File: src/sv/cce_pkg.sv
`default_nettype none
package cce_pkg;

  localparam int ADDR_W = 5;
  localparam int REG_IDX_W = 3;

  // mode codes
  localparam logic [2:0] MODE_SUM8   = 3'd0;
  localparam logic [2:0] MODE_XOR8   = 3'd1;
  localparam logic [2:0] MODE_CRC8   = 3'd2;
  localparam logic [2:0] MODE_CCITT  = 3'd3;
  localparam logic [2:0] MODE_MODBUS = 3'd4;
  localparam logic [2:0] MODE_CRC32  = 3'd5;

  // register indexes (byte address / 4)
  localparam logic [REG_IDX_W-1:0] REG_MODE       = 3'd0;
  localparam logic [REG_IDX_W-1:0] REG_POLYNOMIAL = 3'd1;
  localparam logic [REG_IDX_W-1:0] REG_INIT       = 3'd2;
  localparam logic [REG_IDX_W-1:0] REG_FINAL_XOR  = 3'd3;
  localparam logic [REG_IDX_W-1:0] REG_REFIN      = 3'd4;
  localparam logic [REG_IDX_W-1:0] REG_REFOUT     = 3'd5;

  // standard values
  localparam logic [7:0]  CRC8_POLY    = 8'h07;
  localparam logic [15:0] CCITT_POLY   = 16'h1021;
  localparam logic [15:0] CCITT_INIT   = 16'hFFFF;
  localparam logic [15:0] MODBUS_INIT  = 16'hFFFF;
  localparam logic [15:0] MODBUS_POLY  = 16'hA001;
  localparam logic [31:0] CRC32_POLY   = 32'h04C11DB7;
  localparam logic [31:0] CRC32_ONES   = 32'hFFFFFFFF;

  typedef struct packed {
    logic [2:0]  mode;
    logic [31:0] polynomial;
    logic [31:0] initial_value;
    logic [31:0] final_xor;
    logic        reflect_input;
    logic        reflect_output;
  } cfg_t;

endpackage
`default_nettype wire

File: src/sv/cce_byte_if.sv
`default_nettype none
interface cce_byte_if;
  logic       valid;
  logic       ready;
  logic [7:0] data_byte;
  logic       last_byte;

  modport source(output valid, output data_byte, output last_byte, input ready);
  modport sink(input valid, input data_byte, input last_byte, output ready);
endinterface
`default_nettype wire

File: src/sv/cce_result_if.sv
`default_nettype none
interface cce_result_if;
  logic        valid;
  logic        ready;
  logic [31:0] checksum;

  modport source(output valid, output checksum, input ready);
  modport sink(input valid, input checksum, output ready);
endinterface
`default_nettype wire

File: src/sv/cce_fold.sv
`default_nettype none
module cce_fold (
  input  var cce_pkg::cfg_t cfg,
  input  wire logic [31:0]  running,
  input  wire logic         first,
  input  wire logic [7:0]   data_byte,
  output logic [31:0]       running_next,
  output logic [31:0]       checksum
);

  function automatic logic [7:0] rev8(input logic [7:0] v);
    logic [7:0] r;
    for (int i = 0; i < 8; i++) r[i] = v[7-i];
    return r;
  endfunction

  function automatic logic [15:0] rev16(input logic [15:0] v);
    logic [15:0] r;
    for (int i = 0; i < 16; i++) r[i] = v[15-i];
    return r;
  endfunction

  function automatic logic [31:0] rev32(input logic [31:0] v);
    logic [31:0] r;
    for (int i = 0; i < 32; i++) r[i] = v[31-i];
    return r;
  endfunction

  logic [31:0] start;
  logic        poly_zero;
  logic        crc32_refin;
  logic        crc32_refout;
  logic [7:0]  p8;
  logic [15:0] p16;
  logic [31:0] p32;
  logic [7:0]  c8;
  logic [15:0] c16;
  logic [15:0] cmb;
  logic [31:0] c32;
  logic [31:0] fx32;

  assign poly_zero    = (cfg.polynomial == 32'd0);
  // crc32 with both flags clear runs fully reflected
  assign crc32_refin  = (cfg.reflect_input | cfg.reflect_output) ? cfg.reflect_input  : 1'b1;
  assign crc32_refout = (cfg.reflect_input | cfg.reflect_output) ? cfg.reflect_output : 1'b1;
  assign p8   = poly_zero ? cce_pkg::CRC8_POLY  : cfg.polynomial[7:0];
  assign p16  = poly_zero ? cce_pkg::CCITT_POLY : cfg.polynomial[15:0];
  assign p32  = poly_zero ? cce_pkg::CRC32_POLY : cfg.polynomial;
  assign fx32 = (cfg.final_xor == 32'd0) ? cce_pkg::CRC32_ONES : cfg.final_xor;

  // start value on the first byte of a message
  always_comb begin
    start = running;
    if (first) begin
      case (cfg.mode)
        cce_pkg::MODE_CRC8:   start = {24'd0, cfg.initial_value[7:0]};
        cce_pkg::MODE_CCITT:  start = (cfg.initial_value == 32'd0) ?
                                      {16'd0, cce_pkg::CCITT_INIT} :
                                      {16'd0, cfg.initial_value[15:0]};
        cce_pkg::MODE_MODBUS: start = {16'd0, cce_pkg::MODBUS_INIT};
        cce_pkg::MODE_CRC32:  start = (cfg.initial_value == 32'd0) ?
                                      cce_pkg::CRC32_ONES : cfg.initial_value;
        default:              start = 32'd0;
      endcase
    end
  end

  // unrolled eight-bit updates
  always_comb begin
    c8 = start[7:0] ^ (cfg.reflect_input ? rev8(data_byte) : data_byte);
    for (int i = 0; i < 8; i++) c8 = c8[7] ? ({c8[6:0], 1'b0} ^ p8) : {c8[6:0], 1'b0};

    c16 = start[15:0] ^ {(cfg.reflect_input ? rev8(data_byte) : data_byte), 8'd0};
    for (int i = 0; i < 8; i++) c16 = c16[15] ? ({c16[14:0], 1'b0} ^ p16) : {c16[14:0], 1'b0};

    cmb = start[15:0] ^ {8'd0, data_byte};
    for (int i = 0; i < 8; i++)
      cmb = cmb[0] ? ({1'b0, cmb[15:1]} ^ cce_pkg::MODBUS_POLY) : {1'b0, cmb[15:1]};

    c32 = start ^ {(crc32_refin ? rev8(data_byte) : data_byte), 24'd0};
    for (int i = 0; i < 8; i++) c32 = c32[31] ? ({c32[30:0], 1'b0} ^ p32) : {c32[30:0], 1'b0};
  end

  always_comb begin
    case (cfg.mode)
      cce_pkg::MODE_SUM8: begin
        running_next = {24'd0, start[7:0] + data_byte};
        checksum     = running_next;
      end
      cce_pkg::MODE_XOR8: begin
        running_next = {24'd0, start[7:0] ^ data_byte};
        checksum     = running_next;
      end
      cce_pkg::MODE_CRC8: begin
        running_next = {24'd0, c8};
        checksum     = {24'd0, (cfg.reflect_output ? rev8(c8) : c8) ^ cfg.final_xor[7:0]};
      end
      cce_pkg::MODE_CCITT: begin
        running_next = {16'd0, c16};
        checksum     = {16'd0, (cfg.reflect_output ? rev16(c16) : c16) ^ cfg.final_xor[15:0]};
      end
      cce_pkg::MODE_MODBUS: begin
        running_next = {16'd0, cmb};
        checksum     = running_next;
      end
      cce_pkg::MODE_CRC32: begin
        running_next = c32;
        checksum     = (crc32_refout ? rev32(c32) : c32) ^ fx32;
      end
      default: begin
        running_next = start;
        checksum     = 32'd0;
      end
    endcase
  end

endmodule
`default_nettype wire

File: src/sv/configurable_checksum_engine_top.sv
// flow: an accepted byte is registered in the input stage and folded into the running
//   register as it advances; on a last byte the checksum is loaded into the result register
// throughput: one byte per cycle, set by the combinational eight-bit fold of the
//   running register; a last byte stalls only while the result register is held
// reset: synchronous active-high rst clears the configuration, the running checksum and
//   every valid flag, which empties the pipe; byte and checksum data registers keep contents
`default_nettype none
module configurable_checksum_engine_top (
  input  wire logic                        clk,
  input  wire logic                        rst,
  input  wire logic                        psel,
  input  wire logic                        penable,
  input  wire logic                        pwrite,
  input  wire logic [cce_pkg::ADDR_W-1:0]  paddr,
  input  wire logic [31:0]                 pwdata,
  output logic [31:0]                      prdata,
  output logic                             pready,
  cce_byte_if.sink                         msg,
  cce_result_if.source                     result
);

  // configuration registers
  cce_pkg::cfg_t cfg;
  logic [cce_pkg::REG_IDX_W-1:0] reg_idx;
  logic cfg_write;

  // input stage
  logic       s1_valid;
  logic [7:0] s1_data;
  logic       s1_last;

  // running checksum state
  logic [31:0] running;
  logic        in_message;

  // result register
  logic        out_valid;
  logic [31:0] out_checksum;

  logic [31:0] running_next;
  logic [31:0] checksum_next;
  logic        advance;

  assign pready    = 1'b1;
  assign reg_idx   = paddr[cce_pkg::ADDR_W-1:2];
  assign cfg_write = psel & penable & pwrite & pready;

  always_ff @(posedge clk) begin
    if (rst) begin
      cfg <= '0;
    end else if (cfg_write) begin
      case (reg_idx)
        cce_pkg::REG_MODE:       cfg.mode           <= pwdata[2:0];
        cce_pkg::REG_POLYNOMIAL: cfg.polynomial     <= pwdata;
        cce_pkg::REG_INIT:       cfg.initial_value  <= pwdata;
        cce_pkg::REG_FINAL_XOR:  cfg.final_xor      <= pwdata;
        cce_pkg::REG_REFIN:      cfg.reflect_input  <= pwdata[0];
        cce_pkg::REG_REFOUT:     cfg.reflect_output <= pwdata[0];
        default: begin
        end
      endcase
    end
  end

  // register readback
  always_comb begin
    case (reg_idx)
      cce_pkg::REG_MODE:       prdata = {29'd0, cfg.mode};
      cce_pkg::REG_POLYNOMIAL: prdata = cfg.polynomial;
      cce_pkg::REG_INIT:       prdata = cfg.initial_value;
      cce_pkg::REG_FINAL_XOR:  prdata = cfg.final_xor;
      cce_pkg::REG_REFIN:      prdata = {31'd0, cfg.reflect_input};
      cce_pkg::REG_REFOUT:     prdata = {31'd0, cfg.reflect_output};
      default:                 prdata = 32'd0;
    endcase
  end

  // a non-last byte never needs the result register, so it always moves on;
  // a last byte waits until the result register is free or being emptied
  assign advance   = s1_valid & (~s1_last | ~out_valid | result.ready);
  assign msg.ready = ~s1_valid | advance;

  cce_fold u_fold (
    .cfg          (cfg),
    .running      (running),
    .first        (~in_message),
    .data_byte    (s1_data),
    .running_next (running_next),
    .checksum     (checksum_next)
  );

  always_ff @(posedge clk) begin
    if (rst) begin
      s1_valid   <= 1'b0;
      running    <= 32'd0;
      in_message <= 1'b0;
      out_valid  <= 1'b0;
    end else begin
      if (msg.ready) s1_valid <= msg.valid;
      if (advance) begin
        running    <= running_next;
        in_message <= ~s1_last;
      end
      if (out_valid & result.ready) out_valid <= 1'b0;
      // a new result may land in the same cycle the old beat leaves
      if (advance & s1_last) out_valid <= 1'b1;
    end
  end

  // payload registers
  always_ff @(posedge clk) begin
    if (msg.ready & msg.valid) begin
      s1_data <= msg.data_byte;
      s1_last <= msg.last_byte;
    end
    if (advance & s1_last) out_checksum <= checksum_next;
  end

  assign result.valid    = out_valid;
  assign result.checksum = out_checksum;

  // a waiting result is never overwritten by a finishing message
  a_no_overwrite: assert property (@(posedge clk) disable iff (rst)
    !(advance && s1_last && out_valid && !result.ready))
    else $error("result register overwritten");

  // finishing a message closes it and presents a result beat
  a_finish: assert property (@(posedge clk) disable iff (rst)
    (advance && s1_last) |=> (!in_message && out_valid))
    else $error("message end not handled");

  // an accepted byte is held in the input stage
  a_capture: assert property (@(posedge clk) disable iff (rst)
    (msg.valid && msg.ready) |=> s1_valid)
    else $error("accepted byte lost");

endmodule
`default_nettype wire
File: src/flat_wrapper.sv
// flat-port wrapper written by rule: the top's interface ports become plain ports
module configurable_checksum_engine_top_flat 
  (clk, rst, psel, penable, pwrite, paddr, pwdata, prdata, pready, msg_valid, msg_data_byte, msg_last_byte, msg_ready, result_valid, result_checksum, result_ready);
  cce_byte_if msg_i ();
  cce_result_if result_i ();
  input  wire logic clk;
  input  wire logic rst;
  input  wire logic psel;
  input  wire logic penable;
  input  wire logic pwrite;
  input  wire logic [cce_pkg::ADDR_W-1:0] paddr;
  input  wire logic [31:0] pwdata;
  output logic [31:0] prdata;
  output logic pready;
  input wire logic [$bits(msg_i.valid)-1:0] msg_valid;
  input wire logic [$bits(msg_i.data_byte)-1:0] msg_data_byte;
  input wire logic [$bits(msg_i.last_byte)-1:0] msg_last_byte;
  output wire logic [$bits(msg_i.ready)-1:0] msg_ready;
  output wire logic [$bits(result_i.valid)-1:0] result_valid;
  output wire logic [$bits(result_i.checksum)-1:0] result_checksum;
  input wire logic [$bits(result_i.ready)-1:0] result_ready;
  assign msg_i.valid = msg_valid;
  assign msg_i.data_byte = msg_data_byte;
  assign msg_i.last_byte = msg_last_byte;
  assign msg_ready = msg_i.ready;
  assign result_valid = result_i.valid;
  assign result_checksum = result_i.checksum;
  assign result_i.ready = result_ready;
  configurable_checksum_engine_top u_core (.clk(clk), .rst(rst), .psel(psel), .penable(penable), .pwrite(pwrite), .paddr(paddr), .pwdata(pwdata), .prdata(prdata), .pready(pready), .msg(msg_i), .result(result_i));
endmodule
File: config.mk
export PLATFORM = sky130hd
export DESIGN_NAME = configurable_checksum_engine_top_flat
export DESIGN_NICKNAME = d
export VERILOG_FILES = /design/src/sv/cce_pkg.sv /design/src/sv/cce_byte_if.sv /design/src/sv/cce_result_if.sv /design/src/sv/cce_fold.sv /design/src/sv/configurable_checksum_engine_top.sv /design/src/flat_wrapper.sv
export SDC_FILE = /design/constraint.sdc
export NUM_CORES = 1
export LEC_CHECK = 0
export BUFFER_PORTS_ARGS = -buffer_cell sky130_fd_sc_hd__buf_2
export CORE_ASPECT_RATIO = 0.5
export CORE_MARGIN = 4
export CORE_UTILIZATION = 25
export CTS_BUF_LIST = sky130_fd_sc_hd__clkbuf_4
export DETAILED_ROUTE_END_ITERATION = 12
export GPL_TIMING_DRIVEN = 0
export PLACE_DENSITY = 0.44
export SKIP_CTS_REPAIR_TIMING = 1
export SLEW_MARGIN = 20
export SYNTH_ARGS = -nofsm -noshare
export SYNTH_HDL_FRONTEND = slang
export SYNTH_SLANG_ARGS = --single-unit
File: constraint.sdc
create_clock -name clk -period 11.05 [get_ports clk]
set_input_delay 0 -clock clk [delete_from_list [all_inputs] [get_ports clk]]
set_output_delay 0 -clock clk [all_outputs]
set_load 0.05 [all_outputs]
==> metrics.yaml <==
maxCapViolCount: 0
synthAdderAreaFrac_pct: 0.9005
crit_type: "reg2reg"
first_global_vias: 21080
vias: 22881
antenna_found_initial: 3
num-nets-final: 3088
slew_viol_final: 0
cts_root_buffer: "clkbuf_4"
worstSkewPairLatency_ps: 710
end_kind: "register"
place_ws_ps: 2699
seq_area_frac_synth_pct: 19.49
required_ps: 11620
synthMuxAreaShare_pct: 6.119
finalHoldViolCount: 2
track_usage_pct: 25.83
die_y_um: 209.4
io_buffer_count: 113
critPathArrivalTime_ps: 9590
worst_pin_slew_ps: 1196
gp_congestion: 0.9889
violations: "negative hold slack"
synth-async-reset-ratio_pct: 0
holdWs_ps: -18.11
p_leak_nw: 8.114
synth_top_family_by_area: "simple AND/OR/NAND/NOR gates"
die_area_mm2: 0.08604
fmax_mhz: 110.9
avgSynthCellArea_um2: 7.153
final_util_pct: 28.85
synthTopCellsByArea: "xnor2_1 (14%), dfxtp_1 (13%), nand2_1 (12%), edfxtp_1 (6.1%), a21oi_1 (4.8%)"
tritoncts: "yes"
cp_common_cell: "xnor2_1"
placement_rows: 73
yosys_warnings: 0
cpPeakStageDelay_ps: 970
endpoint: "u_core.running[7]$_SDFFE_PP0P_"
rrSetupSlack_ps: 2030
cp_cell_sequence: "nor4_2, nand4_2, nor2_1, a211oi_2, a211oi_1, a211oi_1, a2111oi_0, a211oi_1, o21ai_0, and2_1, clkbuf_1, clkbuf_1, buf_1, nand2_1, xnor2_1, xnor2_1, xnor2_1, xnor2_1, nor2_1, o41ai_1, o31ai_1"
final_cell_mix: "nand2_1 (638), xnor2_1 (331), nor2_1 (224)"
fin_skew_ps: 59.19
layout.cells.most_common: "nand2_1"
powerDensity_mw_per_mm2: 121.1
grt-ovfl-total: 0
timing.setup.tns_ps: 0
slew_headroom_pct: 19.70
dr.pass1.iters: 6
dp_hpwl_um: 91850
via_per_inst: 5.550
outcome: "finished with violations"
synth_compound_area_share_pct: 21.80
hold_class: "in2reg"
die_x_um: 410.8
ys.flop_type: "dfxtp_1"
final_area_mm2: 0.02306
clock_path_buffers: 2
cts_buffers: 17
grt_first_pass_wirelength_um: 160500
clock_sinks: 177
period_minus_slack_ps: 9020
synth_top_area_share_pct: 14.33
setup_violations: 0
final_antenna_net_count: 0
clk_pin_slew_ps: 190
yosysTopAreaCell: "xnor2_1"
finalWorstSetupSlack_ps: 2030
syn-cell-area_mm2: 0.02029
startpoint: "u_core.cfg[40]$_SDFFE_PP0P_"
io_pins: 120
synth_xor_area_share_pct: 20.59
ys_ff_latch: 177
wl_per_cell_um: 27.99
synth_edf_count: 41
rsz0062_at_grt: "false"
syn_inst: 2836
startpoint_type: "register"
cts_max_level: 4
reg2regPathDepth: 21
drc: 0
start_util_pct: 25.38
finalWirelength_um: 115400
synthSimpleGateAreaFrac_pct: 25.08
drive_above_1_share_pct: 10.78
timing.rr.end: "u_core.running[7]$_SDFFE_PP0P_"
drtIter0Drc: 2909
syn_nets: 2903
core_mm2: 0.07992
post-route-period-util_pct: 81.63
ys_types: 125
grt_max_degree: 35
cpMaxStageDelayCell: "o41ai_1"
peakVddDrop_mv: 0.06168
r2r_start: "u_core.cfg[40]$_SDFFE_PP0P_"
area_growth_pct: 13.66
placed_area_mm2: 0.02227
cp_max_fo: 10
-- per-stage QoR --
stage,total power [W],instances
final,0.002791,4123
after detailed placement,0.002317,4039
after CTS,0.002725,4071
after floorplan,0.001759,2836
after global routing,0.002880,4122
after global placement,0.002318,4036
-- critical path, delay by kind of cell, from the launching register on --
family,cells,cell delay [ps]
DFF,1,470
AOI/OAI and AO/OA,8,3080
and+or+nand+nor,6,2660
xor gates and xnor gates,4,1230
buffers and inverters,3,1470
-- worst min-delay path by stage --
stage	start	endpoint	slack, ps	depth (start not counted)
2_1_floorplan	msg_data_byte[0]	u_core.s1_data[0]$_DFFE_PP_	100	0
3_3_place_gp	msg_data_byte[4]	u_core.s1_data[4]$_DFFE_PP_	180	1
3_5_place_dp	msg_last_byte	u_core.s1_last$_DFFE_PP_	180	1
4_1_cts	msg_last_byte	u_core.s1_last$_DFFE_PP_	-570	1
5_1_grt	msg_data_byte[0]	u_core.s1_data[0]$_DFFE_PP_	-8	2
6_report	pwrite	u_core.cfg[99]$_SDFFE_PP0P_	-20	6
-- cell families after synthesis --
logic type | count (synthesis)
and+or+nand+nor | 1139
other | 1
xor gates and xnor gates | 445
adders and majority gates | 14
AOI/OAI and AO/OA | 664
DFF | 177
muxes | 117
buffers and inverters | 279
-- final cells by class --
class / instances / area (um^2)
clock buffers: 18 / 135.1
flip-flops and latches: 177 / 3954
plain buffers: 250 / 1111
diodes: 2 / 5.005
multi-input cells: 2380 / 15150
well taps: 1087 / 1360
repair buffers: 166 / 1096
clock inverters: 14 / 131.4
inverters: 29 / 108.9
fillers: 8832 / 56860
-- state kept, by name, summed over array words and instances (netlist names) --
| name | flops |
|---|---|
| u_core.cfg | 101 |
| u_core.in_message | 1 |
| u_core.result.checksum | 32 |
| u_core.result.valid | 1 |
| u_core.running | 32 |
| u_core.s1_data | 8 |
| u_core.s1_last | 1 |
| u_core.s1_valid | 1 |
-- per-layer routing --
layer  share of wire, %  GRT usage, %
met5                  0             0
met4                3.1         7.590
met3                9.4         5.137
met2                 41         37.99
met1                 46         37.80
-- report_power, final --
group,switching [W],total [W],internal (W)
combinational,0.00112,0.00169,0.000569
sequential,0.0000177,0.000693,0.000675
clock,0.000292,0.000410,0.000118
-- synthesized netlist by cell type, types with 30 or more instances --
cell type,number
nand2_1,638
xnor2_1,332
nor2_1,226
a21oi_1,195
clkbuf_1,157
dfxtp_1,136
o21ai_0,123
xor2_1,91
mux2i_1,79
a22oi_1,53
nand3_1,50
edfxtp_1,41
buf_2,34
nor3_1,34
mux2_2,32
buf_1,31
nor4_1,30
No activity file was read; power rests on OpenSTA's default activity.
